## config.mk

```make
export PLATFORM = sky130hd
export DESIGN_NAME = mlt_ram
export DESIGN_NICKNAME = d
export VERILOG_FILES = /design/src/hdl/mlt_ram.sv
export SDC_FILE = /design/constraint.sdc
export NUM_CORES = 2
export LEC_CHECK = 0
export CELL_PAD_IN_SITES_DETAIL_PLACEMENT = 0
export CELL_PAD_IN_SITES_GLOBAL_PLACEMENT = 2
export CORE_UTILIZATION = 51
export CTS_BUF_LIST = sky130_fd_sc_hd__clkbuf_16
export DETAILED_ROUTE_END_ITERATION = 16
export DONT_BUFFER_PORTS = 1
export PLACE_DENSITY_LB_ADDON = 0.1
export SLEW_MARGIN = 20
export SYNTH_ARGS = -nofsm -noshare
export SYNTH_HDL_FRONTEND = slang
export SYNTH_SLANG_ARGS = --single-unit
export TNS_END_PERCENT = 20
```

## constraint.sdc

```tcl
create_clock -name i_clk -period 3.75 [get_ports i_clk]
set_input_delay 0.75 -clock i_clk [delete_from_list [all_inputs] [get_ports i_clk]]
set_output_delay 0.75 -clock i_clk [all_outputs]
set_load 0.03 [all_outputs]
```

## src/hdl/mlt_ram.sv

```systemverilog
// ----------------------------------------------------------------------------
// mlt_ram
// Generic single-write, single-read RAM with registered read data.
// ----------------------------------------------------------------------------
module mlt_ram #(
    parameter int WIDTH = 8,
    parameter int DEPTH = 256
) (
    input  logic                     i_clk,
    input  logic                     i_we,
    input  logic [$clog2(DEPTH)-1:0] i_waddr,
    input  logic [WIDTH-1:0]         i_wdata,
    input  logic                     i_re,
    input  logic [$clog2(DEPTH)-1:0] i_raddr,
    output logic [WIDTH-1:0]         o_rdata
);

    logic [WIDTH-1:0] r_mem [DEPTH];
    logic [WIDTH-1:0] r_rdata;

    always_ff @(posedge i_clk) begin
        if (i_we) begin
            r_mem[i_waddr] <= i_wdata;
        end
        if (i_re) begin
            r_rdata <= r_mem[i_raddr];
        end
    end

    assign o_rdata = r_rdata;

endmodule

```

* Word-level counts from Yosys, hierarchy flattened
Memory sizes are Yosys's and may differ from the RTL's. A register that Yosys moved wholly into a read port is not among the register bits. Cells that the tools add are included.
Operators by class: $add $sub $neg 0, $mul 0, divide/modulo/power cells 0, $lt $le $gt $ge 0, eq/ne operators 0, shifts and indexed selects 0, mux-type cells 2, bitwise gates (word level) 0, reductions and logical operators 0
Operators with widths (count):
- $mux 1 | 2
Word-level totals: register bits after elaboration 0, latch bits 0, memory bits (writable) 2048, ROM bits 0, bits of input ports 27, output and inout port bits 8, logic and storage cells 3, memories 1
Memory list:
- r_mem | depth 256, width 8, read ports 1, clocked after Yosys merged registers in 1, write ports 1, RTL line 18 | logic [WIDTH-1:0] r_mem [DEPTH];

* Depth between registers and ports, before layout
depth after elaboration 2, mapped depth 11, gate-level depth less buffers 6

* Worst setup path after synthesis
No wires, ideal clock.
path kind input port to flip-flop, start in i_raddr[0], end reg r_rdata[2] (netlist: o_rdata[2]), read port of r_mem, data pin, library setup time 269 ps, arrival time 2557 ps, data required time 3481 ps, path slack 924 ps, stages 9, path buffers 4, cells stage by stage buf_6 -> buf_12 -> buf_8 -> buf_2 -> mux4_2 -> a22oi_1 -> a21oi_1 -> nor4_1 -> nor4_2
RTL lines:
- start, declared | RTL line 14 | input logic [$clog2(DEPTH)-1:0] i_raddr,
- end, declared | RTL line 19 | logic [WIDTH-1:0] r_rdata;

==> results.cfg <==
[critical_path]
cp_data_arrival_time_ns = 4.21
crit_path_max_incr_delay_ns = 0.73
crit_start = i_raddr[0]
reg2reg_depth = 8
r2r_end = o_rdata[0]$_DFFE_PP_
cp_max_fo = 59
crit_path_end_kind = flop
critPathRequiredTime_ns = 4.32
cp_slowest_cell = nor4_2
r2r_start = r_mem[143][0]$_DFFE_PP_
rrSetupSlack_ns = 0.89
critical_path_class = in2reg
start_kind = input pin
crit_path_cell_trace = buf_16, buf_16, buf_16, buf_16, mux4_2, o22ai_1, nor3_1, nor4_2, nor4_2
crit_path_frequent_cell = buf_16

[sta]
min_period_ns = 3.64
setup_slack_ns = 0.111
fin_crit_sh_pct = 97.0
fin_setup_tns_ns = 0
finalSetupViolCount = 0
rsz0062_at_grt = yes
tightest_slew_ns = 1.36
relSlewSlack_pct = 9.19
clock_skew_ns = 0.0323
fmax_mhz = 275
drv_slew = 0
finalHoldViolCount = 0

[min_path]
hold_end = r_mem[41][7]$_DFFE_PP_
min_from = i_wdata[7]
holdPathStages = 0
hold_class = in2reg

[yosys]
synth.distinct_cells = 54
synth_area_leader_cell = edfxtp_1
ys_warn_count = 0
synth_nets = 3760
ys_async_sr_fraction_pct = 0
synth_top_family_by_area = multiplexers
ys_seq_area_share_pct = 77.5
synth_xor_area_share_pct = 0
synth_compound_area_share_pct = 3.42
yosys.area_share.simple_pct = 2.63
syn_area_per_cell_sq_um = 21.3
ys_ff_latch = 2056
synth_edf_count = 2056
synthAdderAreaFrac_pct = 0
synthMuxAreaShare_pct = 14.6
synth_top_area_share_pct = 77.5
yosys-top-cells-area = edfxtp_1, mux4_2, mux2i_1, nor2_1, a22oi_1
synth_ff_type = edfxtp_1
syn_area_sq_um = 79600
syn_inst = 3733

[placement]
port_buffers = 0
routabilityCongestion = 0.837
post-dp-hpwl_mm = 111
dp_slack_ns = 0.0754

[clocking]
clk_path_buf_depth = 3
clk_latency_ns = 0.84
clkTransAtPathRegs_ns = 0.07
cts_tree = done
root_buffer = clkbuf_16
cts_num_sinks = 2056
cts_buffers = 203
h-tree-depth = 4

[global_routing]
grt_antenna_before_repair = 8
grt_first_pass_wirelength_mm = 285
grt_pass1_vias = 39700
grt_max_degree = 579
grt_usage_pct = 25.5
grt-ovfl-total = 0

[cells_and_area]
drive_gt1_share_pct = 24.9
nNetsFinal = 3995
syn2layout_area_growth_pct = 12.5

[detailed_routing]
drc = 0
ant_nets = 0
routed_via_density = 6.28
wire_per_inst_microns = 32.6
vias = 38800
postRouteWirelength_mm = 202
dr.first_iter.drc_count = 4194
dr.pass1.iters = 5

[die]
die-area_sq_um = 158000
start_util_pct = 51.5
pin_count = 35
coreArea_sq_um = 155000
rows = 144
die_x_microns = 397
die_y_microns = 397

[power]
p_per_area_nw_per_um2 = 524
ir_worst_vdd_mv = 0.437
p_total_mw = 46.9
p_leak_nw = 28.0

[flow_run]
max_cap_viol_count = 0

[outcome]
status = finished, final reports clean
-- metrics by stage --
| stage | hold WS, ns | cell area [sq um] | util (%) | cells |
|---|---|---|---|---|
| 4_1_cts | 0.00229 | 89200 | 57.7 | 6171 |
| 5_1_grt | 0.00156 | 89600 | 57.9 | 6183 |
| 2_1_floorplan | 0.849 | 79600 | - | 3733 |
| 6_report | 0.0373 | 89600 | 57.9 | 6184 |
| 3_3_place_gp | 0.870 | 82700 | 53.5 | 5791 |
| 3_5_place_dp | 0.869 | 82700 | 53.5 | 5791 |
-- critical path: cells and delay by family --
kind | cells | cell delay (ns)
and+or+nand+nor | 3 | 0.94
AOI/OAI and AO/OA | 1 | 0.19
buffers and inverters | 4 | 1.57
muxes | 1 | 0.59
-- synthesized netlist by cell type, types with 24 or more instances --
| cell | instances |
|---|---|
| mux2i_1 | 134 |
| buf_2 | 31 |
| mux4_2 | 454 |
| nand3_1 | 34 |
| buf_4 | 27 |
| o22ai_1 | 28 |
| nor2_1 | 282 |
| nor2b_1 | 31 |
| nand2_1 | 33 |
| nor4_1 | 24 |
| o221ai_1 | 46 |
| a22oi_1 | 133 |
| clkbuf_1 | 111 |
| edfxtp_1 | 2056 |
| a21oi_1 | 96 |
-- what timing repair did --
item,CTS,global route
endpoints found under the setup margin,0,8
setup buffers,0,0
hold buffers,4,1
endpoints found under the hold margin,33,14
resized for setup,0,4
-- state kept, by name, summed over array words and instances (netlist names) --
register / count
o_rdata: 8
r_mem: 2048
-- routing by layer --
metal  global-route usage [%]  up-vias  part of all wire (%)
li1                         -    16200                     -
met3                     4.79      255                   7.5
met2                     41.1     1475                    49
met4                     7.07        0                   2.5
met5                        0        -                     0
met1                     35.8    20900                    41
-- kinds of logic after synthesis --
group                  count (synthesis)
flip-flops                          2056
multiplexers                         591
AND/OR/NAND/NOR                      466
AO/OA/AOI/OAI                        385
buffers and inverters                235
-- layout make-up --
cell class              instances  area (sq um)
inverters                       2          7.51
repair buffers                263          2250
diodes                          1          2.50
well taps                    2044          2560
clock buffers                 205          5130
multi-input cells            1442         16500
flip-flops and latches       2056         61700
fillers                     11300         65000
clock inverters               171          1380
-- worst max path at each step --
stage | to | slack, ns | depth (start not counted)
2_1_floorplan | o_rdata[2]$_DFFE_PP_ | 0.92 | 9
3_3_place_gp | o_rdata[3]$_DFFE_PP_ | -0.17 | 6
3_5_place_dp | o_rdata[5]$_DFFE_PP_ | 0.08 | 6
4_1_cts | o_rdata[0]$_DFFE_PP_ | 0.77 | 8
5_1_grt | o_rdata[7]$_DFFE_PP_ | -0.05 | 11
6_report | o_rdata[0]$_DFFE_PP_ | 0.11 | 9
-- layout by cell type, fill, tap and decap left out, drive strengths merged, types with 6 or more instances in the layout --
master,instances
edfxtp,2056
mux4,456
nor2,282
buf,252
clkbuf,211
mux2i,134
a22oi,133
clkinv,102
a21oi,96
o221ai,47
inv,41
nand3,34
nand2,33
nor2b,31
o22ai,28
nor4,27
nor3,22
bufinv,19
a211oi,16
a221oi,14
o21ai,12
clkinvlp,11
nand4,10
o211ai,10
nand2b,8
a22o,8
and2,6
-- power breakdown --
| part | switching [mW] | total, mW | internal [mW] |
|---|---|---|---|
| Clock | 8.58 | 19.8 | 11.2 |
| Sequential | 0.0532 | 25.4 | 25.4 |
| Combinational | 0.912 | 1.67 | 0.762 |
| Total | 9.55 | 46.9 | 37.4 |
Note: power is estimated with default switching activity, not from simulation.
