File: config.mk
export PLATFORM = sky130hd
export DESIGN_NAME = mlt_lookup
export DESIGN_NICKNAME = d
export VERILOG_FILES = /design/src/hdl/mlt_pkg.sv /design/src/hdl/mlt_lookup.sv
export SDC_FILE = /design/constraint.sdc
export NUM_CORES = 1
export LEC_CHECK = 0
export BUFFER_PORTS_ARGS = -buffer_cell sky130_fd_sc_hd__buf_2
export CORE_AREA = 2 2 511 513
export DETAILED_ROUTE_END_ITERATION = 16
export DIE_AREA = 0 0 513 515
export SYNTH_ARGS = -nofsm -noshare
export SYNTH_HDL_FRONTEND = slang
export SYNTH_SLANG_ARGS = --single-unit
File: constraint.sdc
create_clock -name vclk -period 3.5
set_input_delay 0 -clock vclk [all_inputs]
set_output_delay 0 -clock vclk [all_outputs]
set_load 0.005 [all_outputs]
File: src/hdl/mlt_pkg.sv
// ----------------------------------------------------------------------------
// mlt_pkg
// Shared types, widths and helpers for the MAC/IP learning table.
// ----------------------------------------------------------------------------
package mlt_pkg;

    localparam int MAC_W       = 48;
    localparam int IP_W        = 32;
    localparam int TS_W        = 32;
    localparam int BUCKET_W    = 8;
    localparam int WAY_OUT_W   = 2;
    localparam int IN_TDATA_W  = 112;
    localparam int OUT_TDATA_W = 48;

    localparam int HASH_BUCKETS     = 256;
    localparam int BUCKET_WAYS_DEF  = 4;

    typedef struct packed {
        logic             valid;
        logic [MAC_W-1:0] mac;
        logic [IP_W-1:0]  ip;
        logic [TS_W-1:0]  first_seen;
        logic [TS_W-1:0]  last_seen;
    } t_entry;

    localparam int ENTRY_W = $bits(t_entry);

    typedef enum logic [1:0] {
        ST_CLEAR,
        ST_IDLE,
        ST_LOOKUP
    } t_state;

    typedef enum logic [1:0] {
        STATUS_IGNORED   = 2'd0,
        STATUS_REFRESHED = 2'd1,
        STATUS_ADDED     = 2'd2,
        STATUS_DROPPED   = 2'd3
    } t_status;

    // Lookup verdict handed back to the control logic
    typedef struct packed {
        logic                 we;
        t_status              status;
        logic [WAY_OUT_W-1:0] way;
        logic [TS_W-1:0]      first_seen;
    } t_lookup_res;

    function automatic logic [BUCKET_W-1:0] mac_hash(input logic [MAC_W-1:0] mac);
        return mac[47:40] ^ mac[39:32] ^ mac[31:24] ^ mac[23:16] ^ mac[15:8] ^ mac[7:0];
    endfunction

endpackage

File: src/hdl/mlt_lookup.sv
// ----------------------------------------------------------------------------
// mlt_lookup
// Searches one bucket row for the MAC/IP pair, picks the hit or the lowest
// free way, and builds the row to write back.
// ----------------------------------------------------------------------------
module mlt_lookup #(
    parameter int BUCKET_WAYS = mlt_pkg::BUCKET_WAYS_DEF
) (
    input  logic [BUCKET_WAYS*mlt_pkg::ENTRY_W-1:0] i_row,
    input  logic [mlt_pkg::MAC_W-1:0]               i_mac,
    input  logic [mlt_pkg::IP_W-1:0]                i_ip,
    input  logic [mlt_pkg::TS_W-1:0]                i_ts,
    output mlt_pkg::t_lookup_res                    o_res,
    output logic [BUCKET_WAYS*mlt_pkg::ENTRY_W-1:0] o_row
);

    localparam int ENTRY_W = mlt_pkg::ENTRY_W;
    localparam int WAY_W   = (BUCKET_WAYS > 1) ? $clog2(BUCKET_WAYS) : 1;

    mlt_pkg::t_entry         ent [BUCKET_WAYS];
    logic                    ignore;
    logic                    hit;
    logic                    free_found;
    logic [WAY_W-1:0]        hit_way;
    logic [WAY_W-1:0]        free_way;
    logic [WAY_W-1:0]        sel_way;
    logic [mlt_pkg::TS_W-1:0] hit_first;
    logic [31:0]             way_ext;

    assign ignore = (i_mac == '1) || (i_mac == '0);

    always_comb begin
        for (int w = 0; w < BUCKET_WAYS; w++) begin
            ent[w] = mlt_pkg::t_entry'(i_row[w*ENTRY_W +: ENTRY_W]);
        end
    end

    // first matching way wins; first empty way is the fill candidate
    always_comb begin
        hit        = 1'b0;
        free_found = 1'b0;
        hit_way    = '0;
        free_way   = '0;
        hit_first  = '0;
        for (int w = 0; w < BUCKET_WAYS; w++) begin
            if (ent[w].valid) begin
                if (!hit && ent[w].mac == i_mac && ent[w].ip == i_ip) begin
                    hit       = 1'b1;
                    hit_way   = WAY_W'(w);
                    hit_first = ent[w].first_seen;
                end
            end else if (!free_found) begin
                free_found = 1'b1;
                free_way   = WAY_W'(w);
            end
        end
    end

    assign sel_way = hit ? hit_way : free_way;
    assign way_ext = 32'(sel_way);

    always_comb begin
        mlt_pkg::t_entry rec;
        o_row = i_row;
        for (int w = 0; w < BUCKET_WAYS; w++) begin
            rec           = ent[w];
            rec.last_seen = i_ts;
            if (!hit) begin
                rec.valid      = 1'b1;
                rec.mac        = i_mac;
                rec.ip         = i_ip;
                rec.first_seen = i_ts;
            end
            if (WAY_W'(w) == sel_way) begin
                o_row[w*ENTRY_W +: ENTRY_W] = rec;
            end
        end
    end

    always_comb begin
        o_res.we         = 1'b0;
        o_res.status     = mlt_pkg::STATUS_IGNORED;
        o_res.way        = '0;
        o_res.first_seen = '0;
        if (!ignore) begin
            if (hit) begin
                o_res.we         = 1'b1;
                o_res.status     = mlt_pkg::STATUS_REFRESHED;
                o_res.way        = way_ext[mlt_pkg::WAY_OUT_W-1:0];
                o_res.first_seen = hit_first;
            end else if (free_found) begin
                o_res.we         = 1'b1;
                o_res.status     = mlt_pkg::STATUS_ADDED;
                o_res.way        = way_ext[mlt_pkg::WAY_OUT_W-1:0];
                o_res.first_seen = i_ts;
            end else begin
                o_res.status     = mlt_pkg::STATUS_DROPPED;
            end
        end
    end

endmodule

# Word level (Yosys, flattened, before mapping)
# Index checks and enable logic that the tools add are counted.
dict set report word_totals {
  reg_bits 0
  in_bits 692
  output_inout_bits 617
  word_cells 71
}
dict set report classes {
  eq_ne 12
  mux 46
  n_reduce_logical 13
}
# op count
set ops {}
lappend ops {{145-bit two-way mux} 4}
lappend ops {{113-bit two-way mux} 4}
lappend ops {{32-bit two-way mux} 8}
lappend ops {{48-bit equality test} 4}
lappend ops {{32-bit equality test} 4}
lappend ops {{37-bit two-way mux} 2}
lappend ops {{48-bit equality test, second input constant} 1}
lappend ops {{48-bit logical NOT} 1}
lappend ops {{34-bit two-way mux} 1}
lappend ops {{1-bit two-way mux} 18}
lappend ops {{2-bit two-way mux} 9}
lappend ops {{1-bit logical AND} 7}
lappend ops {{2-bit equality test, first input constant} 2}
lappend ops {{1-bit logical NOT} 3}
lappend ops {{1-bit by 2-bit equality test with 1-bit output, first input constant} 1}
lappend ops {{2-bit logical NOT} 1}
lappend ops {{1-bit logical OR} 1}

# Longest topological paths before layout
dict set report depth {
  ltp_word 23
  mapped_depth 14
  depth_no_buf 8
}

# Least setup slack after synthesis
# No wires, ideal clock.
dict set report synth_timing {
  path_kind {input to output}
  start {input i_ip[8] in the netlist's numbering}
  end {output o_row[281] in the netlist's numbering}
  arrival_time_ns 2.828
  t_required_ns 3.500
  path_slack_ns 0.672
  path_stages 14
  path_buffers 6
  cell_sequence {buf_2 -> xor2_1 -> nor4_1 -> nand4_1 -> or4_1 -> buf_2 -> or3_1 -> buf_2 -> and2_4 -> buf_6 -> nand3_4 -> buf_6 -> buf_8 -> mux2_1}
}
dict set report synth_via {
  elab_chain_len 22
  elab_cells_between_ends 32
  classes_between {eq/ne (5); mux (17); reduce/logical (10)}
}
# element line
set synth_rtl {}
lappend synth_rtl {{start: declaration} mlt_lookup.sv:11} ;# input logic [mlt_pkg::IP_W-1:0] i_ip,
lappend synth_rtl {{32-bit equality test} mlt_lookup.sv:47} ;# if (!hit && ent[w].mac == i_mac && ent[w].ip == i_ip) begin
lappend synth_rtl {{1-bit logical AND} mlt_lookup.sv:47}
lappend synth_rtl {{1-bit two-way mux} mlt_lookup.sv:47}
lappend synth_rtl {{1-bit two-way mux} mlt_lookup.sv:46} ;# if (ent[w].valid) begin
lappend synth_rtl {{1-bit logical NOT} mlt_lookup.sv:47}
lappend synth_rtl {{1-bit logical AND (2 in a row)} mlt_lookup.sv:47}
lappend synth_rtl {{1-bit two-way mux} mlt_lookup.sv:47}
lappend synth_rtl {{1-bit two-way mux} mlt_lookup.sv:46}
lappend synth_rtl {{(+4 left out)} -}
lappend synth_rtl {{1-bit two-way mux} mlt_lookup.sv:46}
lappend synth_rtl {{1-bit logical NOT} mlt_lookup.sv:47}
lappend synth_rtl {{1-bit logical AND (2 in a row)} mlt_lookup.sv:47}
lappend synth_rtl {{2-bit two-way mux or 1-bit two-way mux (tied branches)} mlt_lookup.sv:47}
lappend synth_rtl {{2-bit two-way mux or 1-bit two-way mux (tied branches)} mlt_lookup.sv:46}
lappend synth_rtl {{2-bit two-way mux} mlt_lookup.sv:59} ;# assign sel_way = hit ? hit_way : free_way;
lappend synth_rtl {{1-bit by 2-bit equality test with 1-bit output} mlt_lookup.sv:74} ;# if (WAY_W'(w) == sel_way) begin
lappend synth_rtl {{145-bit two-way mux (*)} mlt_lookup.sv:74}
lappend synth_rtl {{end: declaration} mlt_lookup.sv:14} ;# output logic [BUCKET_WAYS*mlt_pkg::ENTRY_W-1:0] o_row
# Every way passes the cells marked *; elsewhere a longest branch is shown, timed or not.

# Worst setup path in the final report
dict set report layout_timing {
  start {input i_ip[8] in the netlist's numbering}
  end {output o_row[219] in the netlist's numbering}
}
# Same word-level chain as after synthesis.

==> impl_metrics.yaml <==
routing:
  avgRoutedWirePerCell_um: 46.24
  drt_iter0_drc: 2300
  firstDrtPassIters: 5
  via_per_inst: 3.573
  ant_nets: 0
  routed_wl_um: 311400
  vias: 24070
  drcViolationCount: 0
timing:
  fin_crit_sh_pct: 102.0
  fmax_mhz: 280.1
  hold_viol_final: 0
  fin_crit_ns: 3.570
  finalSetupViolCount: 38
  fin_ws_ns: -0.06996
  slew_headroom_pct: 51.82
  report.final.slew_viol_count: 0
  setup-tns-final_ns: -0.6277
  hold_ws_ns: 0.2970
  rsz0062_at_grt: "true"
  worst_pin_slew_ns: 0.7227
placed_design:
  dpl.hpwl_um: 281100
  gp_congestion: 0.9938
  dp_cells: 6575
  port_buffers: 1309
synthesis:
  ys_top_cells_by_area: "mux2_2 26%, mux2_1 21%, xnor2_1 7.7%"
  syn_area_mm2: 0.01348
  syn_inst: 1628
  yosysTopAreaCellShare_pct: 25.98
  synth.distinct_cells: 60
  synth_top_area_cell: "mux2_2"
  ys_warn_count: 0
  syn_nets: 2320
  ys_seq_area_share_pct: 0
  ys_top_cells_by_count: "311 x mux2_2, 246 x mux2_1, 119 x xnor2_1"
  syn_area_per_cell_um2: 8.280
  yosysMostFrequentCell: "mux2_2"
worst_hold_path:
  hold_path_class: "in -> out"
grt:
  gr-usage-all-layers_pct: 22.46
  overflow: 0
  grt_max_degree: 33
  grt_pass1_vias: 23160
  antenna_found_initial: 255
  grt_first_pass_wirelength_um: 362900
die:
  placementRows: 187
  core_area_mm2: 0.2585
  dieArea_mm2: 0.2642
  io-pin-count: 1309
  chipHeight_um: 515
  die_w_um: 513
  initial_core_util_pct: 5.214
layout:
  drive_gt1_share_pct: 72.23
  layout-area-overhead-vs-synth_pct: 132.3
  finalNetCount: 3949
  n_sequential_cell: 0
  fill_cells: 30060
  nClkBuffers: 0
  seq_area_um2: 0
  multi_input_area_mm2: 0.01330
  layout.cells.non_filler: 6735
power_and_ir_drop:
  pwr_density_cell_mw_per_mm2: 162.6
  leakagePower_uw: 0.01386
  ir_drop_mv: 0.05113
  power_uw: 5092
run_status:
  status: "finished with violations"
  violations: "negative setup slack"
worst_setup_path:
  crit_type: "in -> out"
  end_kind: "output port"
  start_kind: "primary input"
  crit_required_ns: 3.50
  cp.arrival_ns: 3.57
  cp_max_fo: 6
flow_run:
  drv_cap: 0
## worst paths after layout
check	start	end	slack (ns)	cells past startpoint
setup / recovery	i_ip[8]	o_row[219]	-0.07	14
hold / removal	i_row[168]	o_row[168]	0.30	3
## where the power goes
group | internal [uW] | switching, uW | total [uW]
registers | 0 | 0 | 0
clock network | 0.00200 | 0 | 0.00200
logic | 2060 | 3040 | 5090
## cells in the final DEF, fill, tap and decap left out, types with 41 or more instances in the layout
cell type / count
buf_12: 122
buf_6: 110
nor2b_1: 61
nand2b_1: 41
buf_4: 389
mux2_1: 125
nor4_1: 68
xor2_1: 80
diode_2: 78
buf_2: 1144
inv_1: 102
xnor2_1: 103
nand4_1: 57
mux2_2: 315
mux2_4: 117
## final cells by class
cell class	instances	share of cell area [%]
multi-input cells	1343	42.47
repair buffers	1806	42.00
well taps	3402	13.59
inverters	106	1.307
diodes	78	0.6233
## metal layers
metal | GRT usage [%] | vias to the layer above | share of wire (%)
met3 | 9.977 | 625 | 12
met2 | 35.92 | 2174 | 44
li1 | - | 9388 | -
met1 | 26.36 | 11770 | 39
met5 | 0.4201 | - | 0.29
met4 | 7.963 | 114 | 4.9
## stage by stage
stage	setup slack [ns]	utilization, %	area [um2]
floorplan	0.6719	-	13480
global placement	-1.309	10.74	27780
detailed placement	-1.328	10.74	27780
CTS	-0.1403	11.83	30580
global route	-0.04050	12.07	31220
finish	-0.06996	12.11	31310
## cells by family after synthesis
logic type / count (synthesis) / share of synthesized area, %
AOI/OAI and AO/OA: 224 / 12.85
xor gates and xnor gates: 202 / 13.13
buffers and inverters: 285 / 10.82
muxes: 576 / 47.94
and+or+nand+nor: 341 / 15.26
## worst max-delay path: stages
cell and delay [ns]:
buf_8 0.14, xor2_4 0.20, nor4_4 0.57, nand4_1 0.24, or4_4 0.51, or3_4 0.46, and2_4 0.19, nand3_4 0.12
buf_8 0.15, buf_12 0.15, buf_12 0.13, buf_16 0.13, mux2_4 0.36, buf_6 0.14
## timing repair
item                                    CTS  global route
buffers inserted                         53            24
endpoints found under the setup margin  617           444
gates cloned                             20             1
resized for setup                       482           137
hold buffers                              0             0
pin swaps                                35            37
(Power assumes the default switching activity.)
